$ cat src/hdl/mabf_pkg.sv
// Shared types and constants of the multi-axis bin finder.
package mabf_pkg;

    localparam int NUM_COORDS = 6;
    localparam int COORD_W    = 32;
    localparam int INDEX_W    = 36;
    localparam int BINS_W     = 7;
    localparam int AXCNT_W    = 3;
    localparam int ADDR_W     = 5;
    localparam int DATA_W     = 32;

    localparam logic OP_LOAD     = 1'b0;
    localparam logic OP_CLASSIFY = 1'b1;

    localparam logic [2:0] REG_AXIS_COUNT = 3'd0;
    localparam logic [2:0] REG_BINS0      = 3'd1;
    localparam logic [2:0] REG_BINS1      = 3'd2;
    localparam logic [2:0] REG_BINS2      = 3'd3;
    localparam logic [2:0] REG_BINS3      = 3'd4;
    localparam logic [2:0] REG_BINS4      = 3'd5;
    localparam logic [2:0] REG_BINS5      = 3'd6;

    typedef enum logic [2:0] {
        L_IDLE  = 3'b001,
        L_PROBE = 3'b010,
        L_DONE  = 3'b100
    } lane_state_t;

    typedef enum logic [2:0] {
        M_IDLE = 3'b001,
        M_RUN  = 3'b010,
        M_HOLD = 3'b100
    } merge_state_t;

    typedef struct packed {
        logic idle;
        logic done;
        logic fail;
    } lane_stat_t;

endpackage

$ cat src/hdl/mabf_merge.sv
// Merge stage: range verdict and row-major flattening, with the output register.
module mabf_merge #(
    parameter int NL       = 6,
    parameter int MAX_BINS = 64
) (
    input  logic                          clk,
    input  logic                          rst_n,
    input  mabf_pkg::lane_stat_t          stat [NL],
    input  logic [$clog2(MAX_BINS+1)-1:0] bins_in [NL],
    input  logic [$clog2(MAX_BINS+1)-1:0] nbins [NL],
    input  logic [$clog2(NL+1)-1:0]       nax,
    input  logic                          out_ready,
    output logic                          take,
    output logic                          out_valid,
    output logic                          in_range,
    output logic [mabf_pkg::INDEX_W-1:0]  bin_index
);

    localparam int BW = $clog2(MAX_BINS + 1);
    localparam int NW = $clog2(NL + 1);
    localparam int SW = (NL > 1) ? $clog2(NL) : 1;

    mabf_pkg::merge_state_t state_reg, state_next;

    logic [BW-1:0]                b_reg [NL];
    logic [mabf_pkg::INDEX_W-1:0] idx_reg, idx_next;
    logic                         ok_reg, ok_next;
    logic [SW-1:0]                step_reg, step_next;
    logic                         out_valid_reg, out_valid_next;
    logic                         in_range_reg;
    logic [mabf_pkg::INDEX_W-1:0] bin_index_reg;

    logic                                all_done, inside_c, out_free;
    logic [mabf_pkg::INDEX_W+BW-1:0]     prod;
    logic [mabf_pkg::INDEX_W-1:0]        acc;

    // only the lanes of used axes run; the others stay idle
    always_comb
    begin
        all_done = 1'b1;
        inside_c = 1'b1;
        for (int k = 0; k < NL; k++)
        begin
            if (NW'(k) < nax)
            begin
                all_done = all_done & stat[k].done;
                if (stat[k].fail)
                begin
                    inside_c = 1'b0;
                end
            end
        end
    end

    assign prod     = idx_reg * nbins[step_reg];
    assign acc      = prod[mabf_pkg::INDEX_W-1:0] + mabf_pkg::INDEX_W'(b_reg[step_reg]);
    assign out_free = !out_valid_reg || out_ready;
    assign take     = (state_reg == mabf_pkg::M_IDLE) && all_done;

    always_comb
    begin
        state_next     = state_reg;
        idx_next       = idx_reg;
        ok_next        = ok_reg;
        step_next      = step_reg;
        out_valid_next = out_valid_reg && !out_ready;
        case (state_reg)
            mabf_pkg::M_IDLE:
            begin
                if (all_done)
                begin
                    idx_next   = '0;
                    step_next  = '0;
                    ok_next    = inside_c;
                    state_next = inside_c ? mabf_pkg::M_RUN : mabf_pkg::M_HOLD;
                end
            end
            mabf_pkg::M_RUN:
            begin
                idx_next  = acc;
                step_next = step_reg + SW'(1);
                if (NW'(step_reg) == (nax - NW'(1)))
                begin
                    state_next = mabf_pkg::M_HOLD;
                end
            end
            mabf_pkg::M_HOLD:
            begin
                if (out_free)
                begin
                    out_valid_next = 1'b1;
                    state_next     = mabf_pkg::M_IDLE;
                end
            end
            default:
            begin
                state_next = mabf_pkg::M_IDLE;
            end
        endcase
    end

    always_ff @(posedge clk or negedge rst_n)
    begin
        if (!rst_n)
        begin
            state_reg     <= mabf_pkg::M_IDLE;
            out_valid_reg <= 1'b0;
        end
        else
        begin
            state_reg     <= state_next;
            out_valid_reg <= out_valid_next;
        end
    end

    always_ff @(posedge clk)
    begin
        idx_reg  <= idx_next;
        ok_reg   <= ok_next;
        step_reg <= step_next;
        if (take)
        begin
            for (int k = 0; k < NL; k++)
            begin
                b_reg[k] <= bins_in[k];
            end
        end
        if ((state_reg == mabf_pkg::M_HOLD) && out_free)
        begin
            in_range_reg  <= ok_reg;
            bin_index_reg <= ok_reg ? idx_reg : '0;
        end
    end

    assign out_valid = out_valid_reg;
    assign in_range  = in_range_reg;
    assign bin_index = bin_index_reg;

endmodule

$ cat config.mk
export PLATFORM = sky130hd
export DESIGN_NAME = mabf_merge
export DESIGN_NICKNAME = d
export VERILOG_FILES = /design/src/hdl/mabf_pkg.sv /design/src/hdl/mabf_merge.sv
export SDC_FILE = /design/constraint.sdc
export NUM_CORES = 1
export LEC_CHECK = 0
export BUFFER_PORTS_ARGS = -buffer_cell sky130_fd_sc_hd__buf_2
export CORE_AREA = 2 2 230 232
export DETAILED_ROUTE_END_ITERATION = 6
export DIE_AREA = 0 0 232 234
export GPL_TIMING_DRIVEN = 0
export PLACE_DENSITY_LB_ADDON = 0.3
export SLEW_MARGIN = 20
export SYNTH_ARGS = -nofsm -noshare
export SYNTH_HDL_FRONTEND = slang
export SYNTH_SLANG_ARGS = --single-unit
$ cat constraint.sdc
create_clock -name clk -period 6.15 [get_ports clk]
set_input_delay 0.3075 -clock clk [delete_from_list [all_inputs] [get_ports clk]]
set_output_delay 0.3075 -clock clk [all_outputs]
set_load 0.03 [all_outputs]
==> out/metrics.cfg <==
[synth]
synth_top_area_cell = edfxtp_1
yosysTopAreaCellShare = 0.278
async_flop_share = 0.0317
yosysUniqueCellTypes = 64
synth-seq-cells = 126
avgSynthCellArea_um2 = 10.6
synth_edf_count = 119
yosysMostFrequentCell = inv_1
seq_area_frac_synth = 0.290
netlist_top_cells_count = 208 x inv_1, 177 x nor2b_1, 158 x fa_1
synth_area_um2 = 12900
synthTopCellsByArea = edfxtp_1 28%, fa_1 25%, nor2b_1 8.6%, ha_1 7.4%, inv_1 6.1%
synth_fp_nets = 1559
yosysWarnings = 0
synthCells = 1217
synth-main-ff-cell = edfxtp_1

[floorplan]
rows = 84
ios = 147
core_area_um2 = 52000
start_util = 0.247
fp.dieH_um = 234
die_area_um2 = 54300
die_w_um = 232

[global_route]
grt_overflow = 0
grt_pass1_wl_um = 55900
grt_pass1_vias = 10200
antenna_found_initial = 0
grt_max_degree = 40
grt.total_usage = 0.135

[cts]
cts_buffers = 17
clockBufferDepth = 2
clockRootBuffer = clkbuf_16
cts_num_sinks = 126
clkLatencyLatePin_ps = 450
htree_levels = 4
cts_tree = built
path_clk_slew_ps = 70

[power_and_ir_drop]
ir_drop_v = 0.000245
leakage_nw = 7.01
powerDensity_nw_per_um2 = 332

[drt]
vias = 9311
drt-pass1-iter-count = 4
drt_drc_violations_left = 0
drtAntennaViolNets = 0
wirelength_um = 35600
avgViaCountPerCell = 4.36
drtIter0Drc = 411
post_drt_wl_per_cell_um = 16.7

[min_path]
hold_class = primary input to register

[placement]
dp_hpwl_um = 26900
port_buffers = 139
gp_congestion = 0.816
pre_cts_slack_ps = -1140
dp.cells = 2048

[timing]
setup_viol = 13
worst_pin_slew_ps = 801
slew_violations = 0
max_freq_mhz = 152
max_slew_margin = 0.466
hold_viol_final = 0
post-route-min-period_ps = 6570
rsz0062_at_grt = true
fin_skew_ps = 9.81
period_share = 1.07
fin_ws_ps = -423

[cells_and_area]
antennaDiodeCount = 0
fin_util = 0.313
layout.cells.non_filler = 2137
final_nets = 1778
largest_reg_flops = 42
area_delta_synth_final_pct = 26.7
drive_gt1_frac = 0.248

[flow_run]
maxCapViolCount = 0

[critical_path]
cp-start-kind = register
crit_required_ps = 6450
worstSetupPathType = register to register
path_max_fanout = 8
worstSetupEndpointType = register
cp.arrival_ps = 6870

[status]
violations = setup timing
status = finished, violations left

## cell type report
| cell class | instances | area, um2 |
|---|---|---|
| fill | 5390 | 35700 |
| buffer | 36 | 340 |
| sequential | 126 | 3730 |
| clock inverter | 15 | 156 |
| tap | 688 | 861 |
| timing repair buffer | 204 | 1330 |
| inverter | 209 | 785 |
| clock buffer | 17 | 425 |
| multi-input combinational | 842 | 8670 |
## power breakdown
part           switching [mW]  internal, mW
combinational            1.84          1.52
clock                   0.440         0.601
sequential             0.0397         0.980
total                    2.32          3.10
## layout by cell type (no fill, tap or decap), types with 11 or more instances in the layout
master,n
mux4_2,14
nand2_1,30
nor2b_1,172
nand2b_1,37
buf_6,12
ha_1,63
xnor2_1,23
ha_4,11
o21ai_0,13
a21oi_1,24
clkbuf_1,13
nor3_1,15
edfxtp_1,119
nor2_1,43
buf_2,140
and2_1,64
clkbuf_16,22
inv_1,198
fa_1,154
buf_4,42
a21o_1,14
## cell families (layout without fill, tap and decap cells)
logic type,count (synthesis),count (layout),synth area share
AO/OA/AOI/OAI,128,128,0.0681
XOR/XNOR,35,35,0.0238
adder cells (fa/ha/maj),234,234,0.320
buffers and inverters,249,481,0.0740
flip-flops,126,126,0.290
multiplexers,29,29,0.0369
AND/OR/NAND/NOR,416,416,0.187
## metrics by stage
stage               hold WS [ps]  setup TNS [ps]  power (mW)  instance area (um2)
finish                      33.7           -2120        5.42                16300
global route                13.3           -4590        5.87                16300
CTS                        0.388           -2030        5.10                15800
detailed placement           118          -15120        3.75                14600
global placement             118          -18760        3.72                14500
floorplan                   11.9            -114        3.11                13000
## routing by layer
| metal | part of all wire | vias up | global-route usage | wire length (um) |
|---|---|---|---|---|
| li1 | - | 4407 | - | - |
| met1 | 0.47 | 4658 | 0.180 | 16800 |
| met2 | 0.47 | 208 | 0.221 | 16600 |
| met3 | 0.046 | 38 | 0.0285 | 1630 |
| met4 | 0.016 | 0 | 0.0407 | 554 |
| met5 | 0 | - | 0 | 0 |
## worst max-delay path, cell delays in order, from the launching register on
cell	delay (ps)
edfxtp_1	380
buf_8	170
mux4_2	520
a22oi_2	330
clkbuf_8	250
nor2b_1	70
fa_1	470
fa_1	520
fa_1	510
inv_1	60
fa_1	490
inv_2	50
ha_4	200
buf_6	110
a21o_1	160
a221o_1	360
nor2b_4	130
or4_4	510
a221oi_4	350
nor3_2	100
or4_4	530
a21oi_2	140
## path summary, 6_finish.rpt
check	to	startpoint	slack, ps	cells after the start
worst max-delay path	idx_reg[35]	step_reg[0]	-420	21
worst min-delay path	b_reg[1][4]	bins_in[32]	30	1
max in group asynchronous	state_reg[0]	rst_n	5750	2
worst max register to register	idx_reg[35]	step_reg[0]	-420	21
worst min register to register	state_reg[2]	state_reg[0]	550	1
min in group asynchronous	out_valid	rst_n	190	2
## what timing repair did
action,in CTS,in global routing
hold endpoints to repair,8,0
cloned,0,1
buffers inserted,38,17
setup endpoints to repair,25,22
hold buffers,5,0
gates resized for setup,74,74
pin swaps,42,36
No activity file was read; power rests on OpenSTA's default activity.
